==> src/rtl/core/gmd_pkg.sv <==
// Types, constants and tables of the movement detector.
package gmd_pkg;

    localparam int CORDIC_STEPS = 24;

    localparam logic [4:0] ROT_LAST = 5'(CORDIC_STEPS - 1);
    localparam logic [4:0] DIV_LAST = 5'd1;
    localparam logic [4:0] SQ_LAST  = 5'd30;

    localparam logic signed [35:0] INV_GAIN   = 36'sd326016437;
    localparam logic signed [31:0] PI_Q29     = 32'sd1686629713;
    localparam logic signed [31:0] DIST_SCALE = 32'sd101936000;
    localparam logic signed [31:0] DIV_RECIP  = 32'sd1601279867;  // floor(2^59 / 360e6)
    localparam logic [28:0]        DIST_MAX   = 29'd400000000;
    localparam logic [28:0]        THR_RESET  = 29'd128;

    // angle slots of the trigonometry pass
    localparam logic [1:0] ANG_DLAT = 2'd0;
    localparam logic [1:0] ANG_DLON = 2'd1;
    localparam logic [1:0] ANG_LAT1 = 2'd2;
    localparam logic [1:0] ANG_LAT2 = 2'd3;

    typedef enum logic [1:0] {
        ST_INVALID = 2'd0,
        ST_REF     = 2'd1,
        ST_STILL   = 2'd2,
        ST_MOVED   = 2'd3
    } t_status;

    typedef enum logic [4:0] {
        OP_NONE, OP_LOAD, OP_BAD, OP_REF, OP_ANG_LOAD, OP_ANG_MUL,
        OP_DIV_INIT, OP_DIV_EST, OP_DIV_MUL, OP_DIV_REM, OP_DIV_STEP,
        OP_ROT_INIT, OP_ROT_STEP, OP_ROT_STORE,
        OP_MUL_CC, OP_NARROW, OP_MUL_T, OP_MUL_SQ, OP_ACC_LOAD, OP_ACC_ADD,
        OP_A_CLAMP, OP_SQ_INIT, OP_SQ_STEP, OP_SQ_STORE, OP_VEC_INIT,
        OP_VEC_STEP, OP_DIST_MUL, OP_DIST_FIN, OP_PUSH
    } t_op;

    typedef enum logic [4:0] {
        S_IDLE, S_CHECK, S_ANG_LOAD, S_ANG_MUL, S_DIV_INIT, S_DIV_EST,
        S_DIV_MUL, S_DIV_REM, S_DIV,
        S_ROT_INIT, S_ROT, S_ROT_STORE, S_MUL_CC, S_NARROW_CC, S_MUL_T1,
        S_NARROW_T, S_MUL_SQ, S_ACC_LOAD, S_MUL_T2, S_ACC_ADD, S_A_CLAMP,
        S_SQ_INIT, S_SQ, S_SQ_STORE, S_VEC_INIT, S_VEC, S_DIST_MUL,
        S_DIST_FIN, S_DONE
    } t_state;

    typedef struct packed {
        t_op        op;
        logic [4:0] step;
        logic [1:0] ang;
        logic       sel;
    } t_cmd;

    typedef struct packed {
        logic fix_bad;
        logic ref_valid;
        logic out_busy;
    } t_dp_stat;

    // arctangent of 2^-i in Q2.29
    function automatic logic signed [35:0] atan_entry(input logic [4:0] i);
        logic signed [35:0] v;
        v = '0;
        if (i < 5'd10) begin
            case (i)
                5'd0:    v = 36'sd421657428;
                5'd1:    v = 36'sd248918915;
                5'd2:    v = 36'sd131521918;
                5'd3:    v = 36'sd66762579;
                5'd4:    v = 36'sd33510843;
                5'd5:    v = 36'sd16771758;
                5'd6:    v = 36'sd8387925;
                5'd7:    v = 36'sd4194219;
                5'd8:    v = 36'sd2097141;
                default: v = 36'sd1048575;
            endcase
        end else if (i <= 5'd29) begin
            v = 36'sd1 <<< (5'd29 - i);
        end
        return v;
    endfunction

endpackage

==> src/rtl/core/gmd_ctrl.sv <==
// Sequencer of the movement detector: steps the datapath through one fix.
module gmd_ctrl (
    input  logic              i_clk,
    input  logic              i_rst_n,
    input  logic              i_s_tvalid,
    output logic              o_s_tready,
    input  gmd_pkg::t_dp_stat i_stat,
    output gmd_pkg::t_cmd     o_cmd
);
    import gmd_pkg::*;

    t_state     r_state, n_state;
    logic [4:0] r_step, n_step;
    logic [1:0] r_ang, n_ang;
    logic       r_sel, n_sel;

    // hold state and loop counters
    always_ff @(posedge i_clk) begin
        if (!i_rst_n) begin
            r_state <= S_IDLE;
            r_step  <= '0;
            r_ang   <= '0;
            r_sel   <= 1'b0;
        end else begin
            r_state <= n_state;
            r_step  <= n_step;
            r_ang   <= n_ang;
            r_sel   <= n_sel;
        end
    end

    // next state and datapath commands
    always_comb begin
        n_state    = r_state;
        n_step     = r_step;
        n_ang      = r_ang;
        n_sel      = r_sel;
        o_s_tready = 1'b0;
        o_cmd.op   = OP_NONE;
        o_cmd.step = r_step;
        o_cmd.ang  = r_ang;
        o_cmd.sel  = r_sel;
        unique case (r_state)
            S_IDLE: begin
                o_s_tready = 1'b1;
                if (i_s_tvalid) begin
                    o_cmd.op = OP_LOAD;
                    n_state  = S_CHECK;
                end
            end
            S_CHECK: begin
                if (i_stat.fix_bad) begin
                    o_cmd.op = OP_BAD;
                    n_state  = S_DONE;
                end else if (!i_stat.ref_valid) begin
                    o_cmd.op = OP_REF;
                    n_state  = S_DONE;
                end else begin
                    n_ang   = ANG_DLAT;
                    n_state = S_ANG_LOAD;
                end
            end
            S_ANG_LOAD: begin
                o_cmd.op = OP_ANG_LOAD;
                n_state  = S_ANG_MUL;
            end
            S_ANG_MUL: begin
                o_cmd.op = OP_ANG_MUL;
                n_state  = S_DIV_INIT;
            end
            S_DIV_INIT: begin
                o_cmd.op = OP_DIV_INIT;
                n_step   = '0;
                n_state  = S_DIV_EST;
            end
            S_DIV_EST: begin
                o_cmd.op = OP_DIV_EST;
                n_state  = S_DIV_MUL;
            end
            S_DIV_MUL: begin
                o_cmd.op = OP_DIV_MUL;
                n_state  = S_DIV_REM;
            end
            S_DIV_REM: begin
                o_cmd.op = OP_DIV_REM;
                n_state  = S_DIV;
            end
            S_DIV: begin
                o_cmd.op = OP_DIV_STEP;
                n_step   = r_step + 5'd1;
                if (r_step == DIV_LAST) begin
                    n_state = S_ROT_INIT;
                end
            end
            S_ROT_INIT: begin
                o_cmd.op = OP_ROT_INIT;
                n_step   = '0;
                n_state  = S_ROT;
            end
            S_ROT: begin
                o_cmd.op = OP_ROT_STEP;
                n_step   = r_step + 5'd1;
                if (r_step == ROT_LAST) begin
                    n_state = S_ROT_STORE;
                end
            end
            S_ROT_STORE: begin
                o_cmd.op = OP_ROT_STORE;
                if (r_ang == ANG_LAT2) begin
                    n_state = S_MUL_CC;
                end else begin
                    n_ang   = r_ang + 2'd1;
                    n_state = S_ANG_LOAD;
                end
            end
            S_MUL_CC: begin
                o_cmd.op = OP_MUL_CC;
                n_state  = S_NARROW_CC;
            end
            S_NARROW_CC: begin
                o_cmd.op = OP_NARROW;
                n_state  = S_MUL_T1;
            end
            S_MUL_T1: begin
                o_cmd.op = OP_MUL_T;
                n_state  = S_NARROW_T;
            end
            S_NARROW_T: begin
                o_cmd.op = OP_NARROW;
                n_state  = S_MUL_SQ;
            end
            S_MUL_SQ: begin
                o_cmd.op = OP_MUL_SQ;
                n_state  = S_ACC_LOAD;
            end
            S_ACC_LOAD: begin
                o_cmd.op = OP_ACC_LOAD;
                n_state  = S_MUL_T2;
            end
            S_MUL_T2: begin
                o_cmd.op = OP_MUL_T;
                n_state  = S_ACC_ADD;
            end
            S_ACC_ADD: begin
                o_cmd.op = OP_ACC_ADD;
                n_state  = S_A_CLAMP;
            end
            S_A_CLAMP: begin
                o_cmd.op = OP_A_CLAMP;
                n_sel    = 1'b0;
                n_state  = S_SQ_INIT;
            end
            S_SQ_INIT: begin
                o_cmd.op = OP_SQ_INIT;
                n_step   = '0;
                n_state  = S_SQ;
            end
            S_SQ: begin
                o_cmd.op = OP_SQ_STEP;
                n_step   = r_step + 5'd1;
                if (r_step == SQ_LAST) begin
                    n_state = S_SQ_STORE;
                end
            end
            S_SQ_STORE: begin
                o_cmd.op = OP_SQ_STORE;
                if (r_sel) begin
                    n_state = S_VEC_INIT;
                end else begin
                    n_sel   = 1'b1;
                    n_state = S_SQ_INIT;
                end
            end
            S_VEC_INIT: begin
                o_cmd.op = OP_VEC_INIT;
                n_step   = '0;
                n_state  = S_VEC;
            end
            S_VEC: begin
                o_cmd.op = OP_VEC_STEP;
                n_step   = r_step + 5'd1;
                if (r_step == ROT_LAST) begin
                    n_state = S_DIST_MUL;
                end
            end
            S_DIST_MUL: begin
                o_cmd.op = OP_DIST_MUL;
                n_state  = S_DIST_FIN;
            end
            S_DIST_FIN: begin
                o_cmd.op = OP_DIST_FIN;
                n_state  = S_DONE;
            end
            S_DONE: begin
                // wait for a free output register
                if (!i_stat.out_busy) begin
                    o_cmd.op = OP_PUSH;
                    n_state  = S_IDLE;
                end
            end
            default: begin
                n_state = S_IDLE;
            end
        endcase
    end

endmodule

==> config.mk <==
export PLATFORM = sky130hd
export DESIGN_NAME = gmd_ctrl
export DESIGN_NICKNAME = d
export VERILOG_FILES = /design/src/rtl/core/gmd_pkg.sv /design/src/rtl/core/gmd_ctrl.sv
export SDC_FILE = /design/constraint.sdc
export NUM_CORES = 1
export LEC_CHECK = 0
export BUFFER_PORTS_ARGS = -buffer_cell sky130_fd_sc_hd__buf_2
export CORE_UTILIZATION = 47
export DETAILED_ROUTE_END_ITERATION = 6
export HOLD_SLACK_MARGIN = 0.02
export PLACE_DENSITY = 0.69
export SLEW_MARGIN = 20
export SYNTH_ARGS = -nofsm -noshare
export SYNTH_HDL_FRONTEND = slang
export SYNTH_SLANG_ARGS = --single-unit
==> constraint.sdc <==
create_clock -name i_clk -period 4.7 [get_ports i_clk]
set_input_delay 0.47 -clock i_clk [delete_from_list [all_inputs] [get_ports i_clk]]
set_output_delay 0.47 -clock i_clk [all_outputs]
set_load 0.005 [all_outputs]
# After elaboration in Yosys (flattened, before gate mapping)

Cells that the tools add are included.

Memories kept: 0
Output and inout bits: 14
Register bits after elaboration: 13
ROM bits: 0
Latch bits: 0
Logic and storage cells: 80
Memory bits (writable): 0

Reductions and logical operators: 10
Shift-type cells: 0
Equal/unequal tests: 41
Divide/modulo/power cells: 0
Multiply operators: 0
$add $sub $neg: 2
Bitwise gates (word level): 0
Mux-type cells: 23
Magnitude comparators: 0

Operators with widths:

| operator                                       | number |
|---|---|
| case mux 5 bit (29 select lines)               | 1 |
| case mux 5 bit (27 select lines)               | 1 |
| == test 5 bit (second input constant)          | 15 |
| two-way mux 5 bit                              | 9 |
| == test 5 x 4 -> 1 bit (second input constant) | 8 |
| == test 5 x 3 -> 1 bit (second input constant) | 4 |
| inequality test 2 bit (second input constant)  | 9 |
| == test 5 x 1 -> 1 bit (second input constant) | 2 |
| == test 5 x 2 -> 1 bit (second input constant) | 2 |
| two-way mux 2 bit                              | 5 |
| case mux 5 bit (2 select lines)                | 1 |
| two-way mux 4 bit                              | 2 |
| OR reduction 4 bit                             | 2 |
| AND reduction 6 bit                            | 1 |
| nonzero test 2 bit                             | 3 |
| adder 5 x 1 -> 5 bit (second input constant)   | 1 |
| logical NOT 5 bit                              | 1 |
| case mux 2 bit (2 select lines)                | 1 |
| AND reduction 4 bit                            | 1 |
| OR reduction 2 bit                             | 2 |
| adder 2 x 1 -> 2 bit (second input constant)   | 1 |
| == test 2 bit (second input constant)          | 1 |
| two-way mux 1 bit                              | 2 |
| case mux 1 bit (2 select lines)                | 1 |

# Logic depth before layout (Yosys ltp)

Gate-level depths: netlist of the first run.

Depth after elaboration: 3
Gate-level depth with buffers: 7

# Worst setup path before layout of the first run

OpenSTA, ideal clock, no wires.

Path kind: register to output
From: reg r_state[0]
To: out o_cmd[12] in the netlist's numbering
Path slack: 3.040 ns
Buffers on the path: 2
Cell stages (with the launch flop): 6
Data arrival time: 1.190 ns
Path through: dfxtp_1 buf_4 buf_2 or3_1 nand3_1 a32o_1

RTL lines:

| element                | RTL line       | text |
|---|---|---|
| from (decl)            | gmd_ctrl.sv:12 | `t_state r_state, n_state;` |
| from (signal assigned) | gmd_ctrl.sv:25 | `r_state <= n_state;` |
| to (decl)              | gmd_ctrl.sv:8  | `output gmd_pkg::t_cmd o_cmd` |

==> flow_metrics.tcl, run 1 <==
set metrics [dict create \
    io_pins 20 \
    synth_edf_count 0 \
    hpwl_mm 2.231 \
    cts.clk_slew.worst_paths_ns 0.08 \
    finalHoldViolCount 0 \
    fmax_ghz 0.4097 \
    cts_buffer_depth 2 \
    crit_required_ns 4.23 \
    tightestPinTransition_ns 0.8950 \
    worstSkewPairLatency_ns 0.28 \
    path_max_fanout 29 \
    gp_congestion 0.8815 \
    arrival_ns 1.97 \
    synth_seq_cells 13 \
    clkSinkCount 13 \
    drv_slew 0 \
    drt_pre_antenna_iters 4 \
    grt_max_degree 30 \
    post_synth_num_cell_types 50 \
    grt_pass1_vias 1151 \
    post_cts.repair.setup_buffers 0 \
    rrSetupSlack_ns 2.63 \
    setup_ws_ns 2.259 \
    yosys_warnings 0 \
    antenna_found_initial 0 \
    cts_hold_buf 0 \
    place_area_mm2 0.001259 \
    cts-buffers-inserted 3 \
    pre_cts_ws_ns 2.592 \
    io_buffers 19 \
    finalWirelength_mm 3.086 \
    final.setup_skew_ns 0.008832 \
    maxCapViolCount 0 \
    final_common_cell "buf_2" \
    fin_nets 184 \
    power.leakage_nw 0.5101 \
    wl_met3_um 208 \
    layout-drive-gt1-share_pct 16.18 \
    hold_ws_ns 0.5148 \
    ir_drop_mv 0.2184 \
    insertedDiodeCount 0 \
    whs_path_depth 3 \
    std_cell_rows 18 \
    slew_headroom_pct 40.25 \
    synth_area_leader_cell "dfxtp_1" \
    design_area_mm2 0.001285 \
    synth.yosys.seq_area_share_pct 21.55 \
    setup_viol 0 \
    coreArea_mm2 0.002455 \
    most-common-layout-cells "19 x buf_2, 15 x nand2_1, 14 x o21ai_0" \
    synthFlopType "dfxtp_1" \
    synth_area_mm2 0.001207 \
    synth-async-reset-ratio_pct 0 \
    fin_crit_ns 2.441 \
    area_growth_pct 6.425 \
    root_buffer "clkbuf_4" \
    syn_avg_cell_area_um2 7.362 \
    final.period_utilization_pct 51.93 \
    synth.top_cell.area_share_pct 21.55 \
    worst_setup_path_start_kind "register" \
    top_layer_used "met4" \
    hold_path_class "in2reg" \
    wire_per_inst_um 15.20 \
    ant_nets 0 \
    tns_ns 0 \
    r2r_cells 4 \
    synthTopCellsByArea "dfxtp_1 22%, o21ai_0 5.8%, a21oi_1 5.0%" \
    drc_errors 0 \
    grt_pass1_wl_mm 5.112 \
    drt_iter0_drc 39 \
    dr_wl_met2_mm 1.488 \
    status "completed" \
    critPathKind "reg2out" \
    cp-end-kind "primary output" \
    start_util_pct 49.18 \
    rsz0062_at_grt "no" \
    cts_tree "built" \
    vias 1291 \
    dieArea_mm2 0.002776 \
    cts_resized 0 \
    die_y_um 52.69 \
    track_usage_pct 25.05 \
    wl_met1_mm 1.317 \
    die_x_um 52.69 \
    htreeDepth 1 \
    syn_inst 164 \
    power_density_mw_per_mm2 497.9 \
    syn_nets 174 \
    overflow 0 \
    via_per_inst 6.360 \
]
## cells in the mapped netlist (2+ instances only)
cell,number
nand3b_1,2
o21a_1,2
nor4_1,2
mux2i_1,4
nand4_1,3
nor3_1,2
o211a_1,2
o211ai_1,3
nor2_1,10
o31ai_1,4
dfxtp_1,13
a22oi_1,2
a21oi_1,12
ha_1,4
nor4b_1,3
buf_4,5
o21ai_0,14
o22ai_1,3
or3_1,2
buf_2,7
and2b_1,2
nand2_2,2
nand3_1,7
nand2b_1,5
inv_1,8
nand4b_1,2
nand2_1,15
a31oi_1,2
## report_power, final
part           internal [mW]  total [mW]  switching, mW  leakage (nW)
clock                 0.0329      0.0713         0.0384        0.0150
sequential             0.128       0.227         0.0984         0.106
combinational          0.163       0.342          0.179         0.390
total                  0.324       0.640          0.316         0.510
## through the flow
step	instances	power [mW]	utilization, %
6_report	203	0.6398	52.34
5_1_grt	203	0.6992	52.34
4_1_cts	203	0.6394	52.34
3_5_place_dp	199	0.5652	51.27
3_3_place_gp	199	0.5557	51.27
2_1_floorplan	164	0.4844	-
## critical path, cell delays in order (launching register included)
cell     delay [ns]
dfxtp_1        0.91
inv_1          0.19
a21oi_1        0.18
o22ai_1        0.11
o32ai_1        0.16
buf_2          0.16
## logic make-up after synthesis
group / synth area share [%]
adder cells (fa/ha/maj): 4.145
AO/OA/AOI/OAI: 30.16
buffers and inverters: 9.222
flip-flops: 21.55
XOR/XNOR: 0.7255
multiplexers: 4.249
AND/OR/NAND/NOR: 29.95
## state kept, by name, summed over array words and instances (netlist names)
signal and cells:
r_step 5, r_state 5, r_sel 1, r_ang 2
## area by class of cell
type	count	area (um2)
clock buffers	4	26.28
fillers	250	1170
inverters	8	30.03
multi-input cells	129	835.8
flip-flops and latches	13	260.3
well taps	30	37.54
repair buffers	19	95.09
## path summary, 6_finish.rpt
kind	to	start
max reg2reg	r_step[2]	r_state[4]
min	r_state[4]	i_rst_n
min reg2reg	r_step[4]	r_step[4]
max	o_cmd[8]	r_state[0]
## layer usage
| layer | track usage [%] | vias up |
|---|---|---|
| met4 | 13.60 | 0 |
| met2 | 40.08 | 49 |
| met5 | 0 | - |
| met1 | 31.42 | 607 |
| met3 | 4.348 | 8 |
| li1 | - | 627 |
No activity file was read; power rests on OpenSTA's default activity.
==> run 2: changes to the inputs <==
Clock period 4.7 ns to 2.4 ns, I/O delays scaled along.
==> run 2 against run 1 <==
Clock power is 94% higher. Via count is 1.5% lower. Global-route usage barely moved.
==> flow_metrics.tcl, run 2 (synthesized netlist as in run 1, its figures left out) <==
set metrics [dict create \
    io_pins 20 \
    fin_nets 186 \
    path_delay_family "simple AND/OR/NAND/NOR gates" \
    ir_drop_mv 0.5374 \
    track_usage_pct 25.07 \
    hpwl_mm 2.134 \
    ant_nets 0 \
    rrSetupSlack_ns 0.35 \
    final_common_cell "buf_2" \
    wire_per_inst_um 14.65 \
    fillers 244 \
    vias 1271 \
    path_max_fanout 18 \
    worst_setup_path_start_kind "register" \
    rsz0062_at_grt "no" \
    most-common-layout-cells "19 x buf_2, 15 x nand2_1, 14 x o21ai_0" \
    crit_required_ns 2.16 \
    tns_ns 0 \
    cts_tree "built" \
    post_cts.repair.setup_buffers 0 \
    fin_crit_ns 2.119 \
    via_per_inst 6.200 \
    top_regs "r_state (5), r_step (5), r_ang (2)" \
    crit_path_top_delay_cell "dfxtp_1" \
    critical_path.cell_chain "nor2_1, nand4_1, o32ai_1, buf_2" \
    hold_path_class "in2reg" \
    post-route-util_pct 53.01 \
    coreArea_mm2 0.002455 \
    gp_congestion 0.9680 \
    overflow 0 \
    io_buffers 19 \
    die_y_um 52.69 \
    final.setup_skew_ns 0.005669 \
    dieArea_mm2 0.002776 \
    cts_hold_buf 0 \
    drt_iter0_drc 52 \
    area_growth_pct 7.772 \
    layout-drive-gt1-share_pct 17.71 \
    std_cell_rows 18 \
    antenna_found_initial 0 \
    htreeDepth 1 \
    insertedDiodeCount 0 \
    status "completed" \
    worstSkewPairLatency_ns 0.28 \
    power_density_mw_per_mm2 970.1 \
    instances_no_fill 205 \
    setup_viol 0 \
    critPathBufInv 1 \
    cp-end-kind "primary output" \
    die_x_um 52.69 \
    pre_cts_ws_ns 0.3988 \
    final.period_utilization_pct 88.27 \
    drv_slew 0 \
    root_buffer "clkbuf_4" \
    grt_max_degree 30 \
    finalHoldViolCount 0 \
    power.leakage_nw 0.5210 \
    cts-buffers-inserted 3 \
    grt_pass1_vias 1128 \
    placed_cells 201 \
    drc_errors 0 \
    arrival_ns 1.88 \
    tightestPinTransition_ns 0.9204 \
    drt_pre_antenna_iters 4 \
    slew_headroom_pct 38.55 \
    cts.clk_slew.worst_paths_ns 0.08 \
    maxCapViolCount 0 \
    fmax_ghz 0.4720 \
    critPathKind "reg2out" \
    clkSinkCount 13 \
    critPathMaxStageDelay_ns 0.49 \
    cts_buffer_depth 2 \
    start_util_pct 49.18 \
    finalWirelength_mm 3.004 \
    grt_pass1_wl_mm 5.099 \
    setup_ws_ns 0.2815 \
]
## run 2: cell count changes in the layout (fill, tap and decap cells not counted), sizes merged
| cell | change |
|---|---|
| buf | +2 |
## run 2: metal layers
metal	up-vias	global-route usage [%]	wire, um
met4	0	10.53	51
met2	38	43.25	1443
met5	-	0	0
met3	4	3.478	111
li1	630	-	-
met1	599	30.62	1398
## run 2: layout make-up
class / instances / area (um2) / share of cell area, %
clock buffer: 4 / 26.28 / 2.019
inverter: 8 / 30.03 / 2.308
multi-input combinational: 129 / 835.8 / 64.23
sequential: 13 / 261.5 / 20.10
tap: 30 / 37.54 / 2.885
timing repair buffer: 21 / 110.1 / 8.462
## run 2: stage by stage
stage,cell area (um2),hold WS [ns],power (mW)
finish,1301,0.2886,1.262
global route,1301,0.2909,1.374
CTS,1300,0.2792,1.256
detailed placement,1274,0.5065,1.111
global placement,1274,0.5092,1.098
floorplan,1207,0.3883,0.9487
## run 2: path summary, 6_finish.rpt
path / start / end / depth (start not counted)
max: r_state[1] / o_cmd[8] / 4
min: i_rst_n / r_state[2] / 3
max reg2reg: r_state[4] / r_step[2] / 4
min reg2reg: r_ang[1] / r_ang[1] / 2
## run 2: repair_timing
action	4_1_cts	5_1_grt
gates resized for setup	0	1
endpoints found under the setup margin	0	1
endpoints found under the hold margin	0	0
## run 2: where the power goes
part | internal (mW) | leakage [nW] | switching [mW]
registers | 0.253 | 0.106 | 0.165
logic | 0.330 | 0.400 | 0.376
clock network | 0.0645 | 0.0150 | 0.0740
total | 0.648 | 0.521 | 0.615
## run 2: worst min-delay path, cell delays in order
cell and delay, ns:
buf_2 0.15, nand2_1 0.07, mux2i_1 0.06
==> run 3: changes to the inputs <==
Settings changed: RECOVER_POWER from default to 25.
==> run 3 against run 2 <==
Power fell by 0.20%. Critical path depth is the same. Flip-flop and latch count unchanged. Clock skew about the same. Global-route usage is the same. Setup slack better by 0.0039 ns. Cell count unchanged. Largest power group unchanged.
==> flow_metrics.tcl, run 3 (synthesized netlist as in run 1, its figures left out) <==
set metrics [dict create \
    cts_hold_buf 0 \
    root_buffer "clkbuf_4" \
    clockPowerShare_pct 11.0 \
    finalWirelength_mm 2.980 \
    critical_path.cell_chain "nor2_1, nand4_1, o32ai_1, buf_2" \
    placed_cells 201 \
    die_x_um 52.69 \
    crit_end "o_cmd[8]" \
    fmax_ghz 0.4729 \
    post-route-util_pct 52.91 \
    use_met2_pct 43.25 \
    most-common-layout-cells "17 x buf_2, 15 x nand2_1, 14 x o21ai_0" \
    worst_r2r_startpoint "r_state[4]" \
    hpwl_mm 2.134 \
    fillers 244 \
    cts_buffer_depth 2 \
    top_regs "r_state (5), r_step (5), r_ang (2)" \
    rrSetupSlack_ns 0.37 \
    insertedDiodeCount 0 \
    path_depth 4 \
    met1_usage_pct 30.62 \
    register_area_um2 261.5 \
    cp-end-kind "primary output" \
    final.period_utilization_pct 88.11 \
    swShare_pct 48.60 \
    seq_power_share_pct 33.1 \
    path_max_fanout 18 \
    finalPower_mw 1.260 \
    maxCapViolCount 0 \
    htreeDepth 1 \
    critPathKind "reg2out" \
    fin_nets 186 \
    io_buffers 19 \
    worstSkewPairLatency_ns 0.28 \
    p_switching_mw 0.6123 \
    path_delay_family "simple AND/OR/NAND/NOR gates" \
    arrival_ns 1.87 \
    slew_headroom_pct 39.20 \
    grt_pass1_wl_mm 5.099 \
    finalHoldViolCount 0 \
    rsz0062_at_grt "no" \
    drc_errors 0 \
    tightestPinTransition_ns 0.9107 \
    grt_util_met3_pct 3.478 \
    hold_path_class "in2reg" \
    design_area_mm2 0.001299 \
    std_cell_rows 18 \
    gp_congestion 0.9680 \
    setup_viol 0 \
    power.leakage_nw 0.5122 \
    area_growth_pct 7.565 \
    r2r_cells 4 \
    grt_pass1_vias 1128 \
    start_util_pct 49.18 \
    place_area_mm2 0.001274 \
    vias 1273 \
    via_per_inst 6.210 \
    cts_tree "built" \
    multi_input_area_um2 835.8 \
    crit_required_ns 2.16 \
    top_usage_layer "met2" \
    r2r-end "r_step[2]" \
    dieArea_mm2 0.002776 \
    drt_pre_antenna_iters 4 \
    wire_per_inst_um 14.54 \
    p_comb_share_pct 55.9 \
    crit_path_top_delay_cell "dfxtp_1" \
    worst_setup_path_start_kind "register" \
    power_density_mw_per_mm2 970.0 \
    fin_crit_ns 2.115 \
    drv_slew 0 \
    tns_ns 0 \
    ir_drop_mv 0.5368 \
    track_usage_pct 25.07 \
    ant_nets 0 \
    instances_no_fill 205 \
    io_pins 20 \
    cts.clk_slew.worst_paths_ns 0.08 \
    coreArea_mm2 0.002455 \
    overflow 0 \
    grt_max_degree 30 \
    antenna_found_initial 0 \
    final.setup_skew_ns 0.005361 \
    die_y_um 52.69 \
    cts-buffers-inserted 3 \
    drt_iter0_drc 52 \
    clkSinkCount 13 \
    intPower_mw 0.6475 \
    final_common_cell "buf_2" \
    critPathMaxStageDelay_ns 0.49 \
    layout-drive-gt1-share_pct 16.57 \
    critPathBufInv 1 \
    cp-startpoint "r_state[1]" \
    status "completed" \
]
## run 3: cell count changes in the layout (fill, tap and decap cells not counted), sizes merged
cell | previous run | this run
clkbuf | 4 | 6
buf | 21 | 19
## run 3: area by class of cell
cell class                      instances  area share, %
Multi-Input combinational cell        129          64.35
Sequential cell                        13          20.13
Timing Repair Buffer                   21          8.285
Tap cell                               30          2.890
Inverter                                8          2.312
Clock buffer                            4          2.023
## run 3: worst min path at each step
stage | start | end | slack [ns] | cells after the start
floorplan | i_rst_n | r_state[1] | 0.39 | 2
global placement | r_ang[1] | r_ang[1] | 0.51 | 2
detailed placement | r_ang[1] | r_ang[1] | 0.51 | 2
CTS | i_rst_n | r_state[3] | 0.28 | 3
global route | i_rst_n | r_state[3] | 0.29 | 3
finish | i_rst_n | r_state[2] | 0.29 | 3
## run 3: through the flow
| step | hold slack (ns) | worst slack, ns |
|---|---|---|
| after CTS | 0.2792 | 0.1943 |
| after global placement | 0.5092 | 0.4808 |
| after floorplan | 0.3883 | 0.8375 |
| after global routing | 0.2909 | 0.1454 |
| after detailed placement | 0.5065 | 0.3988 |
| final | 0.2861 | 0.2853 |
## run 3: timing repair
item                       CTS  global route
buffers inserted             0             0
setup endpoints to repair    0             1
resized for setup            0             1
## run 3: layer usage
metal | part of all wire (%) | vias to the layer above | wire length (um)
met2 | 49 | 23 | 1451
met4 | 1.7 | 0 | 51
met3 | 2.6 | 4 | 78
met5 | 0 | - | 0
li1 | - | 631 | -
met1 | 47 | 615 | 1399
## run 3: worst min-delay path, stage by stage
cell,delay [ns]
buf_2,0.15
nand2_1,0.07
mux2i_1,0.06
## run 3: power groups by stage
stage | sequential (mW) | clock, mW | combinational, mW
after floorplan | 0.280 | 0 | 0.668
after global placement | 0.414 | 0 | 0.684
after detailed placement | 0.417 | 0 | 0.694
after CTS | 0.410 | 0.146 | 0.701
after global routing | 0.432 | 0.153 | 0.788
final | 0.417 | 0.139 | 0.704
